<file path="src/sv/utf8d_pkg.sv">
package utf8d_pkg;

	// Width of one decoded character value.
	localparam int unsigned CP_W = 21;

	// Depth of the result queue and its pointer and count widths.
	localparam int unsigned QDEPTH = 4;
	localparam int unsigned QPTR_W = $clog2(QDEPTH);
	localparam int unsigned QCNT_W = $clog2(QDEPTH + 1);

	// An input item may push up to this many results.
	localparam int unsigned MAX_PUSH = 2;

	// Fixed code points.
	localparam logic [CP_W-1:0] CP_INVALID = CP_W'(8'h3F);
	localparam logic [CP_W-1:0] CP_TERM    = '0;

	// One result item.
	typedef struct packed {
		logic [CP_W-1:0] code_point;
		logic            end_of_string;
		logic            last_of_run;
	} result_t;

	// What the decoder hands to the queue and back to the state registers.
	typedef struct packed {
		logic [1:0]      count;
		result_t         res0;
		result_t         res1;
		logic [CP_W-1:0] partial;
		logic [1:0]      pending;
	} dec_out_t;

endpackage

</file>
<file path="src/sv/utf8d_decode.sv">
module utf8d_decode (
	input  logic [7:0]                data_byte,
	input  logic [utf8d_pkg::CP_W-1:0] partial,
	input  logic [1:0]                pending,
	output utf8d_pkg::dec_out_t       dec
);
	import utf8d_pkg::*;

	logic            is_cont;
	logic            open_seq;
	logic            flush;
	logic            lead_has;
	result_t         lead_res;
	logic [CP_W-1:0] shifted;
	logic [1:0]      pend_dec;

	assign is_cont  = (data_byte[7:6] == 2'b10);
	assign open_seq = (pending != 2'd0);
	assign shifted  = {partial[CP_W-7:0], data_byte[5:0]};
	assign pend_dec = pending - 2'd1;
	assign flush    = open_seq && !is_cont;

	// Classify the byte as a lead byte.
	always_comb begin
		lead_has = 1'b1;
		lead_res = '{code_point: CP_TERM, end_of_string: 1'b0, last_of_run: 1'b1};
		priority if (data_byte == 8'h00) begin
			lead_res.end_of_string = 1'b1;
		end else if (data_byte[7] == 1'b0) begin
			lead_res.code_point = CP_W'(data_byte);
		end else if (data_byte[7:5] == 3'b110 || data_byte[7:4] == 4'b1110 ||
				data_byte[7:3] == 5'b11110) begin
			lead_has = 1'b0;
		end else begin
			lead_res.code_point = CP_INVALID;
		end
	end

	// Combine continuation, flush and lead handling into the step result.
	always_comb begin
		dec         = '0;
		dec.partial = partial;
		dec.pending = pending;
		if (open_seq && is_cont) begin
			dec.partial = shifted;
			dec.pending = pend_dec;
			if (pend_dec == 2'd0) begin
				dec.count = 2'd1;
				dec.res0  = '{code_point: shifted, end_of_string: 1'b0, last_of_run: 1'b1};
			end
		end else begin
			// A lead byte that opens a sequence loads the partial value.
			priority if (data_byte[7:5] == 3'b110) begin
				dec.partial = CP_W'(data_byte[4:0]);
				dec.pending = 2'd1;
			end else if (data_byte[7:4] == 4'b1110) begin
				dec.partial = CP_W'(data_byte[3:0]);
				dec.pending = 2'd2;
			end else if (data_byte[7:3] == 5'b11110) begin
				dec.partial = CP_W'(data_byte[2:0]);
				dec.pending = 2'd3;
			end else begin
				dec.pending = 2'd0;
			end
			if (flush) begin
				dec.res0 = '{code_point: partial, end_of_string: 1'b0,
					last_of_run: !lead_has};
				dec.res1  = lead_res;
				dec.count = lead_has ? 2'd2 : 2'd1;
			end else begin
				dec.res0  = lead_res;
				dec.count = lead_has ? 2'd1 : 2'd0;
			end
		end
	end

endmodule

</file>
<file path="src/sv/utf8d_res_queue.sv">
module utf8d_res_queue (
	input  logic                 clk,
	input  logic                 arst_n,
	input  logic [1:0]           push_count,
	input  utf8d_pkg::result_t   push0,
	input  utf8d_pkg::result_t   push1,
	output logic                 room,
	output logic                 head_valid,
	output utf8d_pkg::result_t   head,
	input  logic                 pop
);
	import utf8d_pkg::*;

	localparam logic [QCNT_W-1:0] ROOM_LIMIT = QCNT_W'(QDEPTH - MAX_PUSH);

	result_t             entry_q [QDEPTH];
	logic [QPTR_W-1:0]   wr_ptr_q;
	logic [QPTR_W-1:0]   rd_ptr_q;
	logic [QCNT_W-1:0]   count_q;
	logic [QPTR_W-1:0]   wr_next;

	assign wr_next    = wr_ptr_q + QPTR_W'(1);
	assign room       = (count_q <= ROOM_LIMIT);
	assign head_valid = (count_q != '0);
	assign head       = entry_q[rd_ptr_q];

	// Storage: up to two writes per cycle at consecutive slots.
	always_ff @(posedge clk) begin
		if (push_count != 2'd0) begin
			entry_q[wr_ptr_q] <= push0;
		end
		if (push_count == 2'd2) begin
			entry_q[wr_next] <= push1;
		end
	end

	// Pointers and fill count.
	always_ff @(posedge clk or negedge arst_n) begin
		if (!arst_n) begin
			wr_ptr_q <= '0;
			rd_ptr_q <= '0;
			count_q  <= '0;
		end else begin
			wr_ptr_q <= wr_ptr_q + QPTR_W'(push_count);
			if (pop) begin
				rd_ptr_q <= rd_ptr_q + QPTR_W'(1);
			end
			count_q <= count_q + QCNT_W'(push_count) - QCNT_W'(pop);
		end
	end

endmodule

</file>
<file path="src/sv/utf8_stream_decoder_core.sv">
// Streaming UTF-8 decoder.
// Input channel: in_valid, in_stall, data_byte. One UTF-8 byte is taken per
// item at a clock edge where in_valid is high and in_stall is low.
// Output channel: out_valid, out_stall, code_point, end_of_string,
// last_of_run. A byte yields zero, one or two result items; last_of_run
// marks the final one from a byte, end_of_string marks the terminator.
// Results are written into the queue when the byte that causes them is
// accepted and presented from there. Throughput: one byte per cycle while
// the receiver keeps up; a byte that interrupts a sequence and also yields
// a character produces two results, which leave one per cycle.
// Results wait in a four-entry queue; in_stall rises when fewer than two
// free slots remain, so a stalled receiver backs up into the sender
// and nothing is dropped. A waiting result holds steady.
// Reset clears the queue and closes any open sequence; the next byte is
// taken as a lead byte.
module utf8_stream_decoder_core (
	input  logic                       clk,
	input  logic                       arst_n,
	input  logic                       in_valid,
	output logic                       in_stall,
	input  logic [7:0]                 data_byte,
	output logic                       out_valid,
	input  logic                       out_stall,
	output logic [utf8d_pkg::CP_W-1:0] code_point,
	output logic                       end_of_string,
	output logic                       last_of_run
);
	import utf8d_pkg::*;

	logic [CP_W-1:0] partial_q;
	logic [1:0]      pending_q;
	dec_out_t        dec;
	logic            accept;
	logic            room;
	logic            head_valid;
	result_t         head;

	assign in_stall = !room;
	assign accept   = in_valid && room;

	// Per-byte decode from the current sequence state.
	utf8d_decode u_decode (
		.data_byte (data_byte),
		.partial   (partial_q),
		.pending   (pending_q),
		.dec       (dec)
	);

	// Sequence state.
	always_ff @(posedge clk or negedge arst_n) begin
		if (!arst_n) begin
			partial_q <= '0;
			pending_q <= '0;
		end else if (accept) begin
			partial_q <= dec.partial;
			pending_q <= dec.pending;
		end
	end

	// Result queue decouples the two sides.
	utf8d_res_queue u_queue (
		.clk        (clk),
		.arst_n     (arst_n),
		.push_count (accept ? dec.count : 2'd0),
		.push0      (dec.res0),
		.push1      (dec.res1),
		.room       (room),
		.head_valid (head_valid),
		.head       (head),
		.pop        (head_valid && !out_stall)
	);

	assign out_valid     = head_valid;
	assign code_point    = head.code_point;
	assign end_of_string = head.end_of_string;
	assign last_of_run   = head.last_of_run;

endmodule

</file>
<file path="config.mk">
export PLATFORM = sky130hd
export DESIGN_NAME = utf8_stream_decoder_core
export DESIGN_NICKNAME = d
export VERILOG_FILES = /design/src/sv/utf8d_pkg.sv /design/src/sv/utf8d_decode.sv /design/src/sv/utf8d_res_queue.sv /design/src/sv/utf8_stream_decoder_core.sv
export SDC_FILE = /design/constraint.sdc
export NUM_CORES = 1
export LEC_CHECK = 0
export BUFFER_PORTS_ARGS = -buffer_cell sky130_fd_sc_hd__buf_2
export CORE_MARGIN = 3
export CORE_UTILIZATION = 30
export CTS_BUF_LIST = sky130_fd_sc_hd__clkbuf_8
export CTS_CLUSTER_SIZE = 30
export DETAILED_ROUTE_END_ITERATION = 7
export PLACE_DENSITY = 0.58
export REMOVE_ABC_BUFFERS = 1
export SLEW_MARGIN = 20
export SYNTH_ARGS = -nofsm -noshare
export SYNTH_HDL_FRONTEND = slang
export SYNTH_SLANG_ARGS = --single-unit
</file>
<file path="constraint.sdc">
create_clock -name clk -period 2.6 [get_ports clk]
set_input_delay 0.65 -clock clk [delete_from_list [all_inputs] [get_ports clk]]
set_output_delay 0.65 -clock clk [all_outputs]
set_load 0.01 [all_outputs]
</file>
; Yosys cells after proc, flatten, opt, wreduce, memory -nomap -nowiden
; Memory sizes are Yosys's and may differ from the RTL's.
; Cells that the tools add are included.
[totals]
regBits = 30
latchBits = 0
ram_bits = 92
mem_bits_ro = 0
input_bits = 12
output_inout_bits = 25
word_cells = 59
memories = 1
[op_classes]
add_sub_neg = 6
multipliers = 0
div = 0
order_cmp = 1
eq_ne = 5
shifts = 0
muxes = 24
bitwise_logic = 0
reduce_logical = 17
[memory_table]
columns = name, depth, width, read_ports, rd_clocked_by_memory_dff, write_ports, line_no
row1 = u_queue.entry_q, 4, 23, 1, 0, 2, utf8d_res_queue.sv:16  ; result_t entry_q [QDEPTH];
[op_table]
columns = operator, n
row1 = 23-bit two-way mux, 5
row2 = 21-bit two-way mux, 3
row3 = 25-bit two-way mux, 2
row4 = 24-bit two-way mux, 1
row5 = 1-bit two-way mux, 9
row6 = 8-bit logical NOT, 1
row7 = 2-bit two-way mux, 3
row8 = 6-bit two-way mux, 1
row9 = "5-bit == test, second input constant", 1
row10 = "2-bit by 1-bit adder with 2-bit output, second input constant", 2
row11 = "2-bit == test, second input constant", 2
row12 = "4-bit == test, second input constant", 1
row13 = 1-bit logical AND, 4
row14 = 1-bit logical NOT, 4
row15 = 2-bit nonzero test, 2
row16 = 4-bit nonzero test, 1
row17 = 3-bit by 2-bit adder with 3-bit output, 1
row18 = "3-bit == test, second input constant", 1
row19 = "3-bit by 2-bit <= comparator with 1-bit output, second input constant", 1
row20 = 3-bit nonzero test, 1
row21 = 3-bit by 1-bit subtractor with 3-bit output, 1
row22 = 2-bit adder, 1
row23 = 2-bit logical NOT, 1
row24 = 1-bit logical OR, 2
row25 = other kinds (2), 2

; Logic depth before layout (Yosys ltp)
; Gate-level depths: netlist of the first run.
[logic_depth]
ltp_word = 13
mapped_depth = 15
ltp_nobuf = 14

; Hierarchy
; A second synthesis of the first run with hierarchy kept.
[hier_totals]
cells_unflattened = 455
hier_area_um2 = 7138.1
[modules_own_cells]
columns = mod, n_inst, cells_per_inst, area_each_um2, seq_area_each_um2
row1 = utf8d_res_queue, 1, 263, 5109.9, 2937.8
row2 = utf8d_decode, 1, 139, 1042.2, 0.0
row3 = utf8_stream_decoder_core, 1, 53, 985.9, 575.6

; Worst setup path after synthesis of the first run
; No wires, ideal clock.
[synth_timing]
path_type = in2reg
startpoint = in data_byte[7]
endpoint = reg u_queue.count_q[2]
setup_ns = 0.123
t_arrival_ns = 3.171
required_time_ns = 2.477
path_slack_ns = -0.694
stages = 15
path_buffers = 2
cell_sequence = buf_2 nor2b_1 nor2_1 clkbuf_1 ha_1 nand2_1 a21oi_1 inv_1 ha_1 inv_1 ha_1 inv_1 fa_1 xor2_1 xnor2_1
[synth_between]
elab_chain_len = 12
word_cells_on_any_way = 20
classes_between = 2 x add/sub / 4 x eq/ne / 8 x mux / 6 x reduce/logical
[synth_lines]
columns = item, line_no
row1 = "start, declared", utf8_stream_decoder_core.sv:21  ; input logic [7:0] data_byte,
row2 = 4-bit == test or 3-bit == test (tied branches), utf8d_decode.sv:31  ; end else if (data_byte[7:5] == 3'b110 || data_byte[7:4] == 4'b1110 ||
row3 = 1-bit logical OR (2 in series), utf8d_decode.sv:31
row4 = 1-bit two-way mux, utf8d_decode.sv:31
row5 = 1-bit two-way mux, utf8d_decode.sv:29  ; end else if (data_byte[7] == 1'b0) begin
row6 = 1-bit two-way mux, utf8d_decode.sv:27  ; priority if (data_byte == 8'h00) begin
row7 = 1-bit two-way mux or 2-bit two-way mux (tied branches), "utf8d_decode.sv:72, utf8d_decode.sv:69"
row8 = 25-bit two-way mux, utf8d_decode.sv:65  ; if (flush) begin
row9 = 25-bit two-way mux (*), utf8d_decode.sv:44  ; if (open_seq && is_cont) begin
row10 = 2-bit two-way mux (*), utf8_stream_decoder_core.sv:64  ; .push_count (accept ? dec.count : 2'd0),
row11 = 3-bit by 2-bit adder with 3-bit output (*), utf8d_res_queue.sv:48  ; count_q <= count_q + QCNT_W'(push_count) - QCNT_W'(pop);
row12 = 3-bit by 1-bit subtractor with 3-bit output (*), utf8d_res_queue.sv:48
row13 = "end signal, assigned", utf8d_res_queue.sv:48
row14 = "end, declared", utf8d_res_queue.sv:19  ; logic [QCNT_W-1:0] count_q;
; Mark *: on every way between the ends. The rest lies on a longest branch, timed or not.
; A chain may end at the register's enable or synchronous reset.

; Worst setup path in the final report of the first run
[layout_timing]
startpoint = reg u_queue.rd_ptr_q[1]
endpoint = out code_point[7] (netlist bit)
[layout_between]
elab_chain_len = 1
[layout_lines]
columns = item, line_no
row1 = "start, declared", utf8d_res_queue.sv:18  ; logic [QPTR_W-1:0] rd_ptr_q;
row2 = "start signal, assigned", utf8d_res_queue.sv:46  ; rd_ptr_q <= rd_ptr_q + QPTR_W'(1);
row3 = memory read 4 x 23 bit, --
row4 = "end, declared", utf8_stream_decoder_core.sv:24  ; output logic [utf8d_pkg::CP_W-1:0] code_point,
; No other way between the ends.

==> impl_metrics.py, run 1 <==
metrics = {
    "timing": {
        "setup_slack_ns": 0.114,
        "whs_ns": 0.260,
        "maxSlewHeadroom_pct": 48.9,
        "max_freq_mhz": 402,
        "fin_worst_skew_ns": 0.0120,
        "final.setup.tns_ns": 0,
        "min_period_over_period_pct": 95.6,
        "layout_min_cycle_time_ns": 2.49,
        "hold_violations": 0,
        "finalSetupViolCount": 0,
        "slew_violations": 0,
        "rsz0062_at_grt": "true",
        "worst_pin_slew_ns": 0.766,
    },
    "routing": {
        "antenna_left": 0,
        "wire_per_inst_um": 19.9,
        "drt-total-wl_mm": 17.1,
        "via_count": 4759,
        "drc": 0,
        "drt_iter0_drc": 477,
        "viasPerCell": 5.52,
        "drt-pass1-iter-count": 6,
    },
    "pwr": {
        "power_mw": 8.26,
        "p_int_mw": 5.14,
        "power.share.switching_pct": 37.7,
        "clockPowerShare_pct": 20.5,
        "pwr_density_cell_nw_per_um2": 1130,
        "vdd_drop_max_v": 0.000454,
        "leakagePower_nw": 2.76,
        "seqPwrFrac_pct": 35.9,
        "combPwrFrac_pct": 43.6,
        "switching_power_mw": 3.12,
    },
    "critical_path": {
        "crit_path_end_kind": "primary output",
        "critPathArrivalTime_ns": 1.84,
        "crit_path_cell_trace": "buf_4 > mux4_2 > buf_2",
        "critical-path-max-stage-delay_ns": 0.52,
        "start_kind": "flop",
        "criticalPathCategory": "reg2out",
        "path_max_fanout": 7,
        "cp_slowest_cell": "mux4_2",
        "worstPathRequired_ns": 1.95,
    },
    "cells_and_area": {
        "fin_nets": 605,
        "final_common_cell": "dfxtp_1",
        "fin_util_pct": 37.5,
        "final_area_um2": 7340,
        "drive_gt1_share_pct": 30.8,
        "final_cell_mix": "dfxtp_1 (56), buf_4 (45), nor3_1 (42), a31o_1 (42)",
        "final-instance-count-excl-fill": 862,
        "diodes": 0,
        "area_delta_synth_final_pct": 21.9,
    },
    "die": {
        "die_h_um": 148,
        "die_w_um": 148,
        "core-area_um2": 19600,
        "die_area_um2": 21800,
        "num_rows": 51,
        "start_util_pct": 30.7,
        "io_pins": 37,
    },
    "synth": {
        "synthCells": 520,
        "ys.flop_type": "dfxtp_1",
        "ys_types": 57,
        "ys_seq_elements": 122,
        "ys_seq_area_share_pct": 49.1,
        "async_reset_ff_share_pct": 24.6,
        "yosysWarnings": 0,
        "postSynthAreaPerCell_um2": 11.6,
        "synth-edff-count": 36,
        "mappedNetlistArea_um2": 6020,
    },
    "clock_tree": {
        "h-tree-depth": 4,
        "cts_buffers": 17,
        "cts-root-buf": "clkbuf_8",
        "tritoncts": "yes",
        "postCtsSetupRepairBufs": 0,
        "postCtsHoldBufs": 0,
        "clk_path_buf_depth": 2,
        "clock_sinks": 122,
        "cts.clk_slew.worst_paths_ns": 0.08,
        "clock_latency_ns": 0.45,
    },
    "placed_design": {
        "gp_congestion": 0.794,
        "dp.cells": 831,
        "dp_hpwl_mm": 11.8,
        "port_buffers": 36,
        "dpl_worst_slack_ns": -0.464,
        "detailed_place.area_um2": 6880,
    },
    "global_route": {
        "antenna_found_initial": 0,
        "grt_pass1_wl_mm": 27.8,
        "grtUsageTotal_pct": 16.3,
        "grt_overflow_total": 0,
        "grt_pass1_vias": 4940,
        "grt_max_degree": 31,
    },
    "worst_hold_path": {
        "hp-class": "in2async",
    },
    "job": {
        "max_cap_viol_count": 0,
    },
    "outcome": {
        "outcome": "finished, final reports clean",
    },
}
==> cells by family (layout without fill, tap and decap cells) <==
| kind of cell | count (synthesis) | in the layout | synth area share [%] |
|---|---|---|---|
| fa+ha+maj | 8 | 8 | 1.79 |
| mux | 31 | 31 | 10.0 |
| flops | 122 | 122 | 49.1 |
| compound gates | 165 | 165 | 21.3 |
| buf+inv | 67 | 144 | 6.05 |
| xor+xnor | 6 | 6 | 0.873 |
| simple gates | 121 | 121 | 11.0 |
==> what timing repair did <==
action                                  in CTS  in global routing
endpoints found under the setup margin      69                102
gates resized for setup                      7                 12
pin swaps                                    1                  4
==> final timing paths <==
check                      slack [ns]                    from  cells past startpoint                endpoint
max                              0.11     u_queue.rd_ptr_q[1]                      3           code_point[7]
min                              0.26                  arst_n                      1           partial_q[17]
max reg2reg                      0.12            pending_q[0]                     10   u_queue.entry_q[0][7]
min reg2reg                      0.48  u_queue.entry_q[1][13]                      1  u_queue.entry_q[1][13]
max in group asynchronous        1.81                  arst_n                      1     u_queue.rd_ptr_q[1]
min in group clk                 0.48  u_queue.entry_q[1][13]                      1  u_queue.entry_q[1][13]
==> power groups by stage <==
| stage | logic, mW | registers, mW | clock network (mW) |
|---|---|---|---|
| 2_1_floorplan | 2.03 | 2.95 | 0 |
| 3_3_place_gp | 3.43 | 2.95 | 0 |
| 3_5_place_dp | 3.51 | 2.99 | 0 |
| 4_1_cts | 3.56 | 2.95 | 1.72 |
| 5_1_grt | 3.93 | 3.02 | 1.81 |
| 6_report | 3.60 | 2.96 | 1.69 |
==> area by class of cell <==
type / count / area [um^2]
Inverter: 14 / 52.6
Clock inverter: 13 / 138
Sequential cell: 122 / 2950
Timing Repair Buffer: 99 / 843
Clock buffer: 18 / 248
Fill cell: 1938 / 12300
Multi-Input combinational cell: 331 / 2770
Tap cell: 265 / 332
==> Yosys cell counts, types with 2 or more instances <==
cell	count	area [um^2]
o21ai_1	3	15.0
nand2b_1	3	18.8
xnor2_1	4	35.0
buf_1	2	7.51
a22o_1	16	140
a21oi_1	26	130
or2_2	2	12.5
a2bb2oi_1	4	35.0
o22a_1	2	17.5
dfxtp_1	56	1120
edfxtp_1	36	1080
o22ai_1	28	175
nand3_1	9	45.0
a31o_1	42	368
mux2i_1	5	50.1
nand3b_1	5	37.5
clkbuf_1	18	67.6
xor2_1	2	17.5
nand2_1	19	71.3
or2_1	2	12.5
and4b_1	4	40.0
buf_6	9	101
nor2b_1	4	25.0
nor3_1	42	210
nor4_1	2	12.5
inv_1	12	45.0
o211ai_1	2	15.0
a211oi_2	10	125
dfrtp_1	30	751
a211oi_1	5	37.5
buf_2	18	90.1
ha_1	7	87.6
mux2_1	2	22.5
mux4_2	23	518
buf_4	6	45.0
o21ai_0	5	25.0
or3_1	4	25.0
a32oi_1	16	140
inv_2	2	7.51
nor2_1	16	60.1
==> layer usage <==
layer | GRT usage, % | part of all wire (%) | wire [um]
met1 | 21.5 | 45 | 7650
met2 | 26.0 | 48 | 8240
met3 | 2.85 | 4.6 | 782
met4 | 7.69 | 2.8 | 476
met5 | 0 | 0 | 0
==> sequential cells by signal, indices dropped and copies added, names as in the netlist <==
| register | cells |
|---|---|
| u_queue.wr_ptr_q | 2 |
| u_queue.rd_ptr_q | 2 |
| pending_q | 2 |
| partial_q | 21 |
| u_queue.count_q | 3 |
| u_queue.entry_q | 92 |
==> critical path: cells and delay by family (launching register included) <==
family	cells	cell delay, ns
multiplexers	1	0.52
flip-flops	1	0.48
buffers and inverters	2	0.38
No activity file was read; power rests on OpenSTA's default activity.
==> run 2: changes to the inputs <==
--- a/config.mk
+++ b/config.mk
@@ -5,12 +5,14 @@
 export SDC_FILE = /design/constraint.sdc
 export NUM_CORES = 1
 export LEC_CHECK = 0
-export BUFFER_PORTS_ARGS = -buffer_cell sky130_fd_sc_hd__buf_2
+export ABC_AREA = 0
+export BUFFER_PORTS_ARGS = -buffer_cell sky130_fd_sc_hd__buf_4
 export CORE_MARGIN = 3
 export CORE_UTILIZATION = 30
 export CTS_BUF_LIST = sky130_fd_sc_hd__clkbuf_8
 export CTS_CLUSTER_SIZE = 30
 export DETAILED_ROUTE_END_ITERATION = 7
+export MAX_ROUTING_LAYER = met4
 export PLACE_DENSITY = 0.58
 export REMOVE_ABC_BUFFERS = 1
 export SLEW_MARGIN = 20
==> run 2 against run 1 <==
Wire length decreased by 3.7%. Clock skew increased by 0.0042 ns. Via count decreased by 1.5%. Die area unchanged. Clock power decreased by 4%. Power increased by 0.16%. Sequential share of layout area decreased by 0.52 points. Core utilization increased by 0.49 points. Flip-flop and latch count unchanged. Sequential power about the same. Combinational power increased by 3%. Critical path type is now in2reg. Highest routed layer unchanged.
==> impl_metrics.py, run 2 (synthesis gave the netlist of run 1 again) <==
metrics = {
    "outcome": {
        "outcome": "finished, final reports clean",
    },
    "pwr": {
        "vdd_drop_max_v": 0.000398,
        "pwr_density_cell_nw_per_um2": 1110,
        "leakagePower_nw": 2.78,
        "power_mw": 8.27,
    },
    "global_route": {
        "grt_overflow_total": 0,
        "grt_pass1_wl_mm": 26.4,
        "grtUsageTotal_pct": 16.0,
        "grt_max_degree": 31,
        "antenna_found_initial": 0,
        "grt_pass1_vias": 4784,
    },
    "critical_path": {
        "worstPathRequired_ns": 2.93,
        "crit_path_cell_trace": "buf_4 > nand3_1 > and3_1 > inv_1 > ha_1 > nand2_2 > a21oi_2 > inv_1 > ha_1 > inv_1 > ha_1 > inv_1 > fa_2 > xor2_1 > xnor2_1",
        "critPathArrivalTime_ns": 2.81,
        "critical-path-max-stage-delay_ns": 0.33,
        "rrSetupSlack_ns": 0.12,
        "reg2reg_to": "u_queue.entry_q[0][5]",
        "crit_path_end_kind": "flop",
        "cpMostUsedCell": "inv_1",
        "cp_slowest_cell": "fa_2",
        "rr_worst_depth": 10,
        "path_max_fanout": 2,
        "start_kind": "input pin",
        "criticalPathCategory": "in2reg",
        "crit-reg2reg-launch": "pending_q[1]",
    },
    "cells_and_area": {
        "final_cell_mix": "buf_4 (91), dfxtp_1 (56), nor3_1 (42), a31o_1 (42), edfxtp_1 (36)",
        "largest_reg_flops": 92,
        "area_delta_synth_final_pct": 23.5,
        "final_common_cell": "buf_4",
        "multi_input_comb_area_um2": 2760,
        "seq_area_um2": 2950,
        "fin_nets": 612,
        "fin_util_pct": 37.9,
        "top_regs": "u_queue.entry_q (92), partial_q (21), u_queue.count_q (3)",
        "n_fill_cell": 1868,
        "diodes": 0,
        "top_register": "u_queue.entry_q",
        "drive_gt1_share_pct": 31.6,
    },
    "routing": {
        "via_count": 4689,
        "wire_per_inst_um": 19.0,
        "drt_iter0_drc": 330,
        "antenna_left": 0,
        "drc": 0,
        "viasPerCell": 5.39,
        "drt-pass1-iter-count": 7,
        "drt-total-wl_mm": 16.5,
    },
    "clock_tree": {
        "cts-root-buf": "clkbuf_8",
        "tritoncts": "yes",
        "postCtsHoldBufs": 0,
        "cts_buffers": 17,
        "h-tree-depth": 4,
        "clock_sinks": 122,
        "cts.clk_slew.worst_paths_ns": 0.08,
        "clk_path_buf_depth": 2,
        "clock_latency_ns": 0.44,
    },
    "placed_design": {
        "port_buffers": 36,
        "dpl_worst_slack_ns": -0.399,
        "dp_hpwl_mm": 11.7,
        "gp_congestion": 0.843,
    },
    "die": {
        "die_w_um": 148,
        "die_area_um2": 21800,
        "die_h_um": 148,
        "core-area_um2": 19600,
        "start_util_pct": 30.7,
        "io_pins": 37,
        "num_rows": 51,
    },
    "timing": {
        "maxSlewHeadroom_pct": 52.7,
        "hold_violations": 0,
        "max_freq_mhz": 402,
        "layout_min_cycle_time_ns": 2.49,
        "fin_worst_skew_ns": 0.0162,
        "rsz0062_at_grt": "true",
        "worst_pin_slew_ns": 0.710,
        "final.setup.tns_ns": 0,
        "min_period_over_period_pct": 95.6,
        "finalSetupViolCount": 0,
        "setup_slack_ns": 0.113,
        "slew_violations": 0,
    },
    "worst_hold_path": {
        "hp-class": "in2async",
    },
    "job": {
        "max_cap_viol_count": 0,
    },
}
-- run 2: cell count changes in the layout (fill, tap and decap cells not counted), moves of 2 or more --
cell	change
clkinvlp_4	+2
clkinv_1	+2
buf_2	-36
buf_4	+46
buf_12	-2
clkinv_4	+2
inv_1	-3
-- run 2: repair_timing --
action,CTS,global route
endpoints found under the setup margin,47,129
pin swaps,0,8
cloned,0,0
buffers inserted,0,3
resized for setup,3,15
-- run 2: stage by stage --
| step | cell area, um^2 | hold WS [ns] | std cells |
|---|---|---|---|
| final | 7430 | 0.144 | 870 |
| after global routing | 7430 | 0.138 | 870 |
| after CTS | 7360 | 0.125 | 867 |
| after detailed placement | 6970 | 0.460 | 835 |
| after global placement | 6970 | 0.452 | 835 |
| after floorplan | 5710 | 0.354 | 467 |
-- run 2: how the worst max path moves through the flow --
stage,from,to,cells past startpoint
after detailed placement,data_byte[4],u_queue.count_q[2],15
after floorplan,data_byte[7],u_queue.entry_q[0][0],7
final,data_byte[5],u_queue.count_q[2],15
after global placement,data_byte[4],u_queue.count_q[2],15
after global routing,pending_q[0],u_queue.count_q[2],14
after CTS,pending_q[0],u_queue.count_q[2],14
-- run 2: final cells by class --
class	instances	share of cell area, %
flip-flops and latches	122	39.7
multi-input cells	331	37.1
repair buffers	106	12.9
well taps	265	4.46
clock buffers	18	3.33
clock inverters	14	1.75
inverters	14	0.707
-- run 2: report_power, final --
part,internal [mW],switching (mW)
sequential,2.55,0.404
clock,0.861,0.758
combinational,1.76,1.94
-- run 2: critical path, delay by kind of cell --
kind / cells / cell delay, ns
compound gates: 1 / 0.14
xor+xnor: 2 / 0.29
fa+ha+maj: 4 / 1.05
buf+inv: 5 / 0.33
simple gates: 3 / 0.34
-- run 2: per-layer routing --
metal  vias up  share of wire, %  global-route usage [%]
met1      2375                46                    20.0
met4         0               2.2                    5.17
met3        19               3.2                    3.37
li1       2187                 -                       -
met2       108                48                    26.2
met5         -                 0                       -
